==> config.mk <==
export PLATFORM = sky130hd
export DESIGN_NAME = serial_poll_request_response_sequencer
export DESIGN_NICKNAME = d
export VERILOG_FILES = /design/src/hdl/spr_pkg.sv /design/src/hdl/spr_core.sv /design/src/hdl/serial_poll_request_response_sequencer.sv
export SDC_FILE = /design/constraint.sdc
export NUM_CORES = 1
export LEC_CHECK = 0
export BUFFER_PORTS_ARGS = -buffer_cell sky130_fd_sc_hd__buf_2
export CAP_MARGIN = 0
export CORE_MARGIN = 4
export CORE_UTILIZATION = 48
export DETAILED_ROUTE_END_ITERATION = 12
export MAX_ROUTING_LAYER = met4
export PLACE_DENSITY = 0.68
export SYNTH_ARGS = -nofsm -noshare
export SYNTH_HDL_FRONTEND = slang
export SYNTH_HIERARCHICAL = 1
export SYNTH_SLANG_ARGS = --single-unit
==> constraint.sdc <==
create_clock -name clk -period 15.2 [get_ports clk]
set_input_delay 4.56 -clock clk [delete_from_list [all_inputs] [get_ports clk]]
set_output_delay 4.56 -clock clk [all_outputs]
set_load 0.02 [all_outputs]
==> src/hdl/spr_pkg.sv <==
`timescale 1ns / 1ps

package spr_pkg;

    // Widths fixed by the field definitions.
    localparam int CMD_W   = 2;
    localparam int BYTE_W  = 8;
    localparam int TICKS_W = 24;
    localparam int RETRY_W = 8;
    localparam int EVENT_W = 3;
    localparam int NRES_W  = 2;

    // Configuration port.
    localparam int APB_DATA_W = 32;
    localparam int APB_ADDR_W = 4;
    localparam int REG_IDX_W  = 2;

    typedef enum logic [REG_IDX_W-1:0] {
        REG_PORT_ENABLED  = 2'd0,
        REG_CHAR_GAP      = 2'd1,
        REG_DEFAULT_RESP  = 2'd2,
        REG_UNUSED        = 2'd3
    } reg_idx_t;

    localparam logic [TICKS_W-1:0] CHAR_GAP_RESET     = 24'd18000;
    localparam logic [TICKS_W-1:0] DEFAULT_RESP_RESET = 24'd100000;

    typedef enum logic [CMD_W-1:0] {
        CMD_TICK   = 2'd0,
        CMD_BYTE   = 2'd1,
        CMD_SEND   = 2'd2,
        CMD_RSVD   = 2'd3
    } cmd_t;

    typedef enum logic [EVENT_W-1:0] {
        EV_POLL    = 3'd0,
        EV_SEND    = 3'd1,
        EV_BYTE    = 3'd2,
        EV_FRAME   = 3'd3,
        EV_TIMEOUT = 3'd4
    } event_t;

    typedef enum logic [3:0] {
        PH_REQUESTING = 4'b0001,
        PH_WRITING    = 4'b0010,
        PH_AWAITING   = 4'b0100,
        PH_READING    = 4'b1000
    } phase_t;

    typedef struct packed {
        logic               port_enabled;
        logic [TICKS_W-1:0] char_gap_ticks;
        logic [TICKS_W-1:0] default_response_ticks;
    } cfg_t;

    typedef struct packed {
        logic [EVENT_W-1:0] event_res;
        logic [BYTE_W-1:0]  byte_out;
        logic               last;
    } result_t;

endpackage

==> src/hdl/spr_core.sv <==
`timescale 1ns / 1ps

module spr_core #(
    parameter int TIMER_WIDTH = 24
) (
    input  logic                          clk,
    input  logic                          rst_n,
    input  spr_pkg::cfg_t                 cfg,
    input  logic                          fire,
    input  logic [spr_pkg::CMD_W-1:0]     cmd,
    input  logic [spr_pkg::BYTE_W-1:0]    rx_byte,
    input  logic [spr_pkg::TICKS_W-1:0]   response_ticks,
    input  logic [spr_pkg::RETRY_W-1:0]   retry_count,
    output logic [spr_pkg::NRES_W-1:0]    n_res,
    output spr_pkg::result_t              res0,
    output spr_pkg::result_t              res1
);
    import spr_pkg::*;

    localparam int CMP_W = (TIMER_WIDTH > TICKS_W) ? TIMER_WIDTH : TICKS_W;

    phase_t                 phase_reg, phase_next;
    logic                   pending_reg, pending_next;
    logic [TIMER_WIDTH-1:0] elapsed_reg, elapsed_next;
    logic [TICKS_W-1:0]     active_timeout_reg, active_timeout_next;
    logic [RETRY_W-1:0]     retries_reg, retries_next;

    logic [TIMER_WIDTH-1:0] elapsed_inc;
    logic                   resp_expired;
    logic                   gap_expired;

    // Saturating increment and the two threshold compares.
    assign elapsed_inc  = (&elapsed_reg) ? elapsed_reg : elapsed_reg + 1'b1;
    assign resp_expired = CMP_W'(elapsed_inc) >= CMP_W'(active_timeout_reg);
    assign gap_expired  = CMP_W'(elapsed_inc) >= CMP_W'(cfg.char_gap_ticks);

    always_comb
    begin
        phase_next          = phase_reg;
        pending_next        = pending_reg;
        elapsed_next        = elapsed_reg;
        active_timeout_next = active_timeout_reg;
        retries_next        = retries_reg;
        n_res               = '0;
        res0                = '0;
        res1                = '0;

        case (cmd_t'(cmd))
            CMD_SEND:
            begin
                pending_next        = 1'b1;
                active_timeout_next = (response_ticks == '0) ? cfg.default_response_ticks
                                                             : response_ticks;
                retries_next        = retry_count;
            end
            CMD_BYTE:
            begin
                if (phase_reg inside {PH_AWAITING, PH_READING})
                begin
                    n_res          = 2'd1;
                    res0.event_res = EV_BYTE;
                    res0.byte_out  = rx_byte;
                    if (phase_reg == PH_AWAITING)
                    begin
                        pending_next = 1'b0;
                    end
                    phase_next   = PH_READING;
                    elapsed_next = '0;
                end
            end
            CMD_TICK:
            begin
                if (cfg.port_enabled)
                begin
                    case (phase_reg)
                        PH_REQUESTING:
                        begin
                            n_res          = 2'd1;
                            res0.event_res = EV_POLL;
                            phase_next     = PH_WRITING;
                        end
                        PH_WRITING:
                        begin
                            if (pending_reg)
                            begin
                                n_res          = 2'd1;
                                res0.event_res = EV_SEND;
                                elapsed_next   = '0;
                                phase_next     = PH_AWAITING;
                            end
                        end
                        PH_AWAITING:
                        begin
                            elapsed_next = elapsed_inc;
                            if (resp_expired)
                            begin
                                phase_next = PH_WRITING;
                                if (retries_reg != '0)
                                begin
                                    retries_next = retries_reg - 1'b1;
                                end
                                else
                                begin
                                    pending_next   = 1'b0;
                                    n_res          = 2'd2;
                                    res0.event_res = EV_TIMEOUT;
                                    res1.event_res = EV_POLL;
                                end
                            end
                        end
                        PH_READING:
                        begin
                            elapsed_next = elapsed_inc;
                            if (gap_expired)
                            begin
                                n_res          = 2'd2;
                                res0.event_res = EV_FRAME;
                                res1.event_res = EV_POLL;
                                phase_next     = PH_WRITING;
                            end
                        end
                        default:
                        begin
                            phase_next = PH_REQUESTING;
                        end
                    endcase
                end
            end
            default:
            begin
            end
        endcase

        if (n_res == 2'd1)
        begin
            res0.last = 1'b1;
        end
        if (n_res == 2'd2)
        begin
            res1.last = 1'b1;
        end
    end

    always_ff @(posedge clk or negedge rst_n)
    begin
        if (!rst_n)
        begin
            phase_reg          <= PH_REQUESTING;
            pending_reg        <= 1'b0;
            elapsed_reg        <= '0;
            active_timeout_reg <= '0;
            retries_reg        <= '0;
        end
        else if (fire)
        begin
            phase_reg          <= phase_next;
            pending_reg        <= pending_next;
            elapsed_reg        <= elapsed_next;
            active_timeout_reg <= active_timeout_next;
            retries_reg        <= retries_next;
        end
    end

endmodule

==> src/hdl/serial_poll_request_response_sequencer.sv <==
`timescale 1ns / 1ps

// Master-side sequencer for a polled serial request/response link.
// The input channel (in_valid/in_stall) carries one command per beat: a
// 1 us tick, a received byte, or a send request with its response timeout
// and retry count. The output channel (out_valid/out_stall) carries event
// beats: poll request, send frame, forwarded byte, frame complete and
// response timeout. The last beat caused by a command has last set; a
// command can cause zero, one or two beats.
// An accepted command is held in an input register until the sequencer
// logic evaluates it, once the result buffer has room for its beats, and
// those beats enter the buffer, behind any still waiting, the cycle after
// that. Commands that give at most one beat flow at one per cycle while
// the receiver does not stall; a command that gives two beats fills the
// two-entry result buffer, which drains one beat per cycle when not stalled.
// When the receiver stalls, the result buffer holds its beats, the input
// register keeps the pending command and in_stall rises once it cannot
// move; no beat is lost or repeated.
// Reset clears the sequencer to its requesting phase with no frame pending,
// empties both buffers and loads the register defaults: port disabled,
// 18000-tick character gap, 100000-tick timeout. The user must write the
// registers over the APB port only while idle; the block does not check it.

module serial_poll_request_response_sequencer #(
    parameter int TIMER_WIDTH = 24
) (
    input  logic                             clk,
    input  logic                             rst_n,

    input  logic                             psel,
    input  logic                             penable,
    input  logic                             pwrite,
    input  logic [spr_pkg::APB_ADDR_W-1:0]   paddr,
    input  logic [spr_pkg::APB_DATA_W-1:0]   pwdata,
    output logic [spr_pkg::APB_DATA_W-1:0]   prdata,
    output logic                             pready,

    input  logic                             in_valid,
    output logic                             in_stall,
    input  logic [spr_pkg::CMD_W-1:0]        cmd,
    input  logic [spr_pkg::BYTE_W-1:0]       rx_byte,
    input  logic [spr_pkg::TICKS_W-1:0]      response_ticks,
    input  logic [spr_pkg::RETRY_W-1:0]      retry_count,

    output logic                             out_valid,
    input  logic                             out_stall,
    output logic [spr_pkg::EVENT_W-1:0]      event_res,
    output logic [spr_pkg::BYTE_W-1:0]       byte_out,
    output logic                             last
);
    import spr_pkg::*;

    // Configuration registers.
    cfg_t     cfg_reg;
    reg_idx_t reg_idx;
    logic     cfg_wr;

    // Input register.
    logic                 in_vld_reg, in_vld_next;
    logic [CMD_W-1:0]     cmd_reg;
    logic [BYTE_W-1:0]    rx_byte_reg;
    logic [TICKS_W-1:0]   resp_ticks_reg;
    logic [RETRY_W-1:0]   retry_reg;
    logic                 in_acc;

    // Result buffer, two beats deep; entry 0 is the one on the port.
    result_t              slot_reg [2];
    result_t              slot_next [2];
    logic [NRES_W-1:0]    cnt_reg, cnt_next;
    logic [NRES_W-1:0]    cnt_after_pop;
    logic                 out_acc;

    // Sequencer results for the command held in the input register.
    logic [NRES_W-1:0]    n_res;
    result_t              res0, res1;
    logic                 proc;

    assign reg_idx = reg_idx_t'(paddr[APB_ADDR_W-1:2]);
    assign pready  = 1'b1;
    assign cfg_wr  = psel && penable && pwrite && pready;

    always_comb
    begin
        case (reg_idx)
            REG_PORT_ENABLED: prdata = APB_DATA_W'(cfg_reg.port_enabled);
            REG_CHAR_GAP:     prdata = APB_DATA_W'(cfg_reg.char_gap_ticks);
            REG_DEFAULT_RESP: prdata = APB_DATA_W'(cfg_reg.default_response_ticks);
            default:          prdata = '0;
        endcase
    end

    always_ff @(posedge clk or negedge rst_n)
    begin
        if (!rst_n)
        begin
            cfg_reg.port_enabled           <= 1'b0;
            cfg_reg.char_gap_ticks         <= CHAR_GAP_RESET;
            cfg_reg.default_response_ticks <= DEFAULT_RESP_RESET;
        end
        else if (cfg_wr)
        begin
            case (reg_idx)
                REG_PORT_ENABLED: cfg_reg.port_enabled           <= pwdata[0];
                REG_CHAR_GAP:     cfg_reg.char_gap_ticks         <= pwdata[TICKS_W-1:0];
                REG_DEFAULT_RESP: cfg_reg.default_response_ticks <= pwdata[TICKS_W-1:0];
                default:
                begin
                end
            endcase
        end
    end

    // The held command is evaluated once the result buffer, after this
    // cycle's output beat leaves, has room for every beat it produces.
    assign out_valid     = (cnt_reg != '0);
    assign out_acc       = out_valid && !out_stall;
    assign cnt_after_pop = cnt_reg - NRES_W'(out_acc);
    assign proc          = in_vld_reg
                           && ((3'(cnt_after_pop) + 3'(n_res)) <= 3'd2);
    assign in_stall      = in_vld_reg && !proc;
    assign in_acc        = in_valid && !in_stall;
    assign in_vld_next   = in_acc || (in_vld_reg && !proc);

    always_ff @(posedge clk or negedge rst_n)
    begin
        if (!rst_n)
        begin
            in_vld_reg <= 1'b0;
        end
        else
        begin
            in_vld_reg <= in_vld_next;
        end
    end

    always_ff @(posedge clk)
    begin
        if (in_acc)
        begin
            cmd_reg        <= cmd;
            rx_byte_reg    <= rx_byte;
            resp_ticks_reg <= response_ticks;
            retry_reg      <= retry_count;
        end
    end

    spr_core #(
        .TIMER_WIDTH (TIMER_WIDTH)
    ) u_core (
        .clk            (clk),
        .rst_n          (rst_n),
        .cfg            (cfg_reg),
        .fire           (proc),
        .cmd            (cmd_reg),
        .rx_byte        (rx_byte_reg),
        .response_ticks (resp_ticks_reg),
        .retry_count    (retry_reg),
        .n_res          (n_res),
        .res0           (res0),
        .res1           (res1)
    );

    // Pop moves entry 1 forward; new beats are appended behind what is left.
    // Two new beats only arrive into an empty buffer.
    always_comb
    begin
        slot_next[0] = slot_reg[0];
        slot_next[1] = slot_reg[1];
        if (out_acc)
        begin
            slot_next[0] = slot_reg[1];
        end
        cnt_next = cnt_after_pop;
        if (proc)
        begin
            if (n_res == 2'd2)
            begin
                slot_next[0] = res0;
                slot_next[1] = res1;
            end
            else if (n_res == 2'd1)
            begin
                slot_next[cnt_after_pop[0]] = res0;
            end
            cnt_next = cnt_after_pop + n_res;
        end
    end

    always_ff @(posedge clk or negedge rst_n)
    begin
        if (!rst_n)
        begin
            cnt_reg <= '0;
        end
        else
        begin
            cnt_reg <= cnt_next;
        end
    end

    always_ff @(posedge clk)
    begin
        slot_reg[0] <= slot_next[0];
        slot_reg[1] <= slot_next[1];
    end

    assign event_res = slot_reg[0].event_res;
    assign byte_out  = slot_reg[0].byte_out;
    assign last      = slot_reg[0].last;

endmodule

After elaboration in Yosys (flattened, before gate mapping) --
Memories as Yosys holds them, arrays and structs flattened. Index checks and enable logic that the tools add are counted. W data, S select, Z words.
Operators by class: eq/ne operators 21, bitwise operators 1, $lt $le $gt $ge 5, multiplexer cells 53, reductions and logical operators 30, add/subtract/negate cells 5
Operators with widths (number):
- $mux W24 | 8
- $pmux W24 S2 | 2
- $pmux W24 S3 | 1
- $ge A24 B24 Y1 | 2
- $mux W8 | 5
- $add A24 B1 Y24 const B | 1
- $bwmux W24 | 1
- $logic_not A24 Y1 | 1
- $mux W12 | 2
- $reduce_and A24 Y1 | 1
- $mux W4 | 5
- $pmux W4 S4 | 1
- $pmux W8 S2 | 1
- $demux W12 S1 | 1
- $mux W2 | 6
- $reduce_and A6 Y1 | 2
- $mux W1 | 10
- $mux W10 | 1
- $ne A2 B1 Y1 const B | 5
- $mux W3 | 3
- $ne A3 B2 Y1 const B | 3
- $pmux W3 S3 | 1
- $pmux W2 S4 | 1
- $pmux W4 S2 | 1
- other kinds (30) | 50
Word-level totals: RAM bits 24, input bits 85, memories kept 1, output and inout port bits 47, register bits after elaboration 155, logic and storage cells 130
Memories:
- slot_reg | words 2, bits a word 12, read ports 2, clocked after memory_dff 0, write ports 2, line serial_poll_request_response_sequencer.sv:67 | result_t slot_reg [2];

Depth between registers and ports, before layout --
depth after elaboration 15, mapped depth 25, depth with buffers taken out 22

Hierarchy --
The synthesis kept the hierarchy.
By module, submodules not included:
- spr_core | area each 5101.1 um2, instances 1, cells each 613, seq. area each 1527.7 um2
- serial_poll_request_response_sequencer | area each 5041.1 um2, instances 1, cells each 324, seq. area each 3176.8 um2

Worst setup path before layout --
OpenSTA, ideal clock, no wires.
kind input to output, from in out_stall, to out in_stall, data arrival time 6938 ps, setup slack 3702 ps, data required time 10640 ps, stages 12, buffers on the path 3, cells stage by stage o21bai_1 > buf_2 > inv_1 > ha_1 > buf_2 > buf_2 > inv_1 > ha_1 > inv_1 > fa_1 > o21ai_0 > and2_1
On the way: word-level cells in the longest chain between the ends 8
RTL lines:
- start, declared | line serial_poll_request_response_sequencer.sv:46 | input logic out_stall,
- $logic_not A1 Y1 | line serial_poll_request_response_sequencer.sv:116 | assign out_acc = out_valid && !out_stall;
- $logic_and A1 B1 Y1 | line serial_poll_request_response_sequencer.sv:116
- $sub A2 B1 Y2 | line serial_poll_request_response_sequencer.sv:117 | assign cnt_after_pop = cnt_reg - NRES_W'(out_acc);
- $add A2 B2 Y3 | line serial_poll_request_response_sequencer.sv:119 | && ((3'(cnt_after_pop) + 3'(n_res)) <= 3'd2);
- $le A3 B2 Y1 | line serial_poll_request_response_sequencer.sv:119
- $logic_and A1 B1 Y1 | line serial_poll_request_response_sequencer.sv:119
- $logic_not A1 Y1 | line serial_poll_request_response_sequencer.sv:120 | assign in_stall = in_vld_reg && !proc;
- $logic_and A1 B1 Y1 | line serial_poll_request_response_sequencer.sv:120
- end, declared | line serial_poll_request_response_sequencer.sv:39 | output logic in_stall,
No other way between the ends.

Final worst setup path --
Same ends and word-level chain as after synthesis.

==> impl_metrics.yaml <==
outcome:
  status: "finished clean"
synth:
  synth_top_family_by_area: "compound AO/OA/AOI/OAI gates"
  synth_area_leader_cell: "dfrtp_1"
  synth_top_area_share_pct: 24.9
  synthXorXnorAreaFrac_pct: 1.99
  synthTopCellsByArea: "dfrtp_1 25%, edfxtp_1 16%, ha_1 6.8%"
  synth-compound-area-share_pct: 15.9
  synth-edff-count: 54
  synth.mux.area_fraction_pct: 10.4
  synthFlopType: "dfrtp_1"
  avgSynthCellArea_um2: 10.8
  synth_fa_ha_area_share_pct: 6.98
  async_flop_share_pct: 63.1
  synth_seq_cells: 179
  synthCells: 937
  syn_area_um2: 10100
  yosys_warnings: 6
  yosysSeqAreaShare_pct: 46.4
  synth-simple-area-share_pct: 11.2
  ys_types: 77
routing:
  viasPerCell: 5.63
  drt_iter0_markers: 497
  drc: 0
  ant_nets: 0
  num_vias: 7341
  drt_first_pass_iters: 5
  wl_per_cell_um: 17.7
  drt_wl_total_mm: 23.0
place:
  io_buffers: 112
  place.detailed.hpwl_mm: 16.3
  dpl_cell_area_um2: 10700
  dp.cells: 1273
  gp_routability_congestion: 0.902
global_routing:
  grt_overflow: 0
  antenna_found_initial: 0
  grt_pass1_wl_mm: 37.7
  grt_pass1_vias: 7142
  grt_max_degree: 65
  grt.total_usage_pct: 20.2
worst_setup_path:
  slowest_delay_ns: 0.78
  worstPathRequired_ns: 10.64
  crit_arrival_ns: 7.46
  endpoint_kind: "output pin"
  cp_common_cell: "inv_1"
  crit_fanout: 15
  worst-setup-path-type: "in2out"
  slowest_stage: "ha_1"
  regToRegSetupSlack_ns: 8.38
  cp-start-kind: "primary input"
  r2r_end: "u_core/elapsed_reg[21]"
  r2r_start: "u_core/elapsed_reg[7]"
  cp_cell_sequence: "buf_2, o21bai_1, buf_4, inv_1, ha_1, inv_1, ha_1, inv_1, fa_1, o21ai_0, and2_1, buf_2"
  ff2ff_path_depth: 21
clock_network:
  h-tree-depth: 4
  cts_sinks: 179
  cts_setup_buffers: 0
  cts_buffers: 17
  clk_path_buf_depth: 2
  cts.reportedPaths.clkPinSlew_ns: 0.07
  cts_tree: "done"
  postCtsHoldBufs: 0
  cts_resized: 0
  cts_root_buffer: "clkbuf_16"
  clk_latency_ns: 0.44
timing:
  slew_headroom_pct: 23.5
  slew_viol_final: 0
  rsz0062_at_grt: "no"
  setup-violations-final: 0
  worst_slew_pin_slew_ns: 1.15
  hold_violations: 0
  timing.final.crit_period_ns: 12.02
  final.setup.tns_ns: 0
  fmax_mhz: 83.2
  timing.final.crit_share_pct: 79.1
  clock-skew-final_ns: 0.0251
layout:
  multi_input_area_um2: 4810
  final_cell_mix: "111 x buf_2, 101 x dfrtp_1, 71 x a21oi_1, 62 x inv_1, 60 x nand2_1"
  fin_cells: 1305
  final_common_cell: "buf_2"
  syn_to_final_growth_pct: 11.6
  antenna_cells: 0
  fin_area_um2: 11300
  final_nets: 1163
  largest_reg_flops: 49
  seq_area_um2: 4700
  num-fill-cells: 1792
  drive_above_1_share_pct: 25.5
floorplan:
  die_w_um: 153
  ios: 132
  fp.coreArea_um2: 20500
  chipHeight_um: 153
  initial_utilization_pct: 49.5
  row_count: 52
  dieArea_um2: 23500
hold_path:
  hold_class: "reg2reg"
  holdPathEnd: "u_core/active_timeout_reg[0]"
  hold_depth: 2
  min_from: "u_core/active_timeout_reg[0]"
pwr:
  p_leak_nw: 5.07
  total_power_mw: 1.70
  ir_worst_vdd_mv: 0.0824
  powerDensity_nw_per_um2: 150
job:
  max_cap_viol_count: 0
## per-layer routing
metal / vias up / wire [µm] / part of all wire [%] / global-route usage (%)
met5: - / 0 / 0 / -
met4: 0 / 421 / 1.8 / 5.72
met3: 24 / 1140 / 4.9 / 3.19
met2: 218 / 10300 / 45 / 30.1
met1: 3546 / 11200 / 48 / 29.0
li1: 3553 / - / - / -
## logic make-up (layout without fill, tap and decap cells)
| logic type | Yosys count | after routing |
|---|---|---|
| AO/OA/AOI/OAI | 240 | 240 |
| XOR/XNOR | 23 | 23 |
| adder cells (fa/ha/maj) | 56 | 56 |
| buffers and inverters | 137 | 218 |
| flip-flops | 179 | 179 |
| multiplexers | 89 | 89 |
| other | 3 | 20 |
| AND/OR/NAND/NOR | 210 | 210 |
## where the power goes
group / internal (mW) / total (mW) / switching [mW] / leakage, nW
combinational: 0.228 / 0.537 / 0.309 / 2.82
sequential: 0.642 / 0.732 / 0.0896 / 1.97
clock: 0.222 / 0.432 / 0.210 / 0.282
total: 1.09 / 1.70 / 0.608 / 5.07
## cells in the mapped netlist, drive strengths merged (7+ instances only)
cell type / instances
dfrtp: 101
mux2: 73
a21oi: 71
inv: 62
nand2: 60
ha: 55
edfxtp: 54
buf: 51
o21ai: 40
nor2: 34
a22o: 24
clkbuf: 24
a211oi: 23
a31oi: 23
nand3: 18
mux2i: 16
nand4: 15
nor3: 15
and2: 14
xnor2: 13
dfstp: 12
dfxtp: 12
nor4: 10
xor2: 10
nor2b: 9
nand2b: 8
o31ai: 7
## area by class of cell
cell class | instances | share of cell area [%]
multi-input combinational | 638 | 42.5
sequential | 179 | 41.6
timing repair buffer | 124 | 5.77
clock buffer | 18 | 3.88
tap | 270 | 2.99
inverter | 62 | 2.06
clock inverter | 14 | 1.23
## critical path: cells and delay by family
kind | cells | cell delay [ns]
buf+inv | 6 | 0.70
compound gates | 2 | 0.57
fa+ha+maj | 3 | 1.44
simple gates | 1 | 0.19
## metrics by stage
step                      worst slack [ns]  utilization, %  hold slack, ns
after floorplan                       3.70               -           0.456
after global placement                3.18            52.4           0.478
after detailed placement              3.13            52.4           0.490
after CTS                             3.14            55.2           0.505
after global routing                  2.89            55.2           0.549
final                                 3.18            55.2           0.499
## worst max path at each step
stage	startpoint	to	slack, ns	cells after the start
after global routing	out_stall	in_stall	2.89	12
after CTS	out_stall	in_stall	3.14	12
final	out_stall	in_stall	3.18	12
after global placement	out_stall	in_stall	3.18	12
after floorplan	out_stall	in_stall	3.70	12
after detailed placement	out_stall	in_stall	3.13	12
Power figures use the tool's default switching activity.
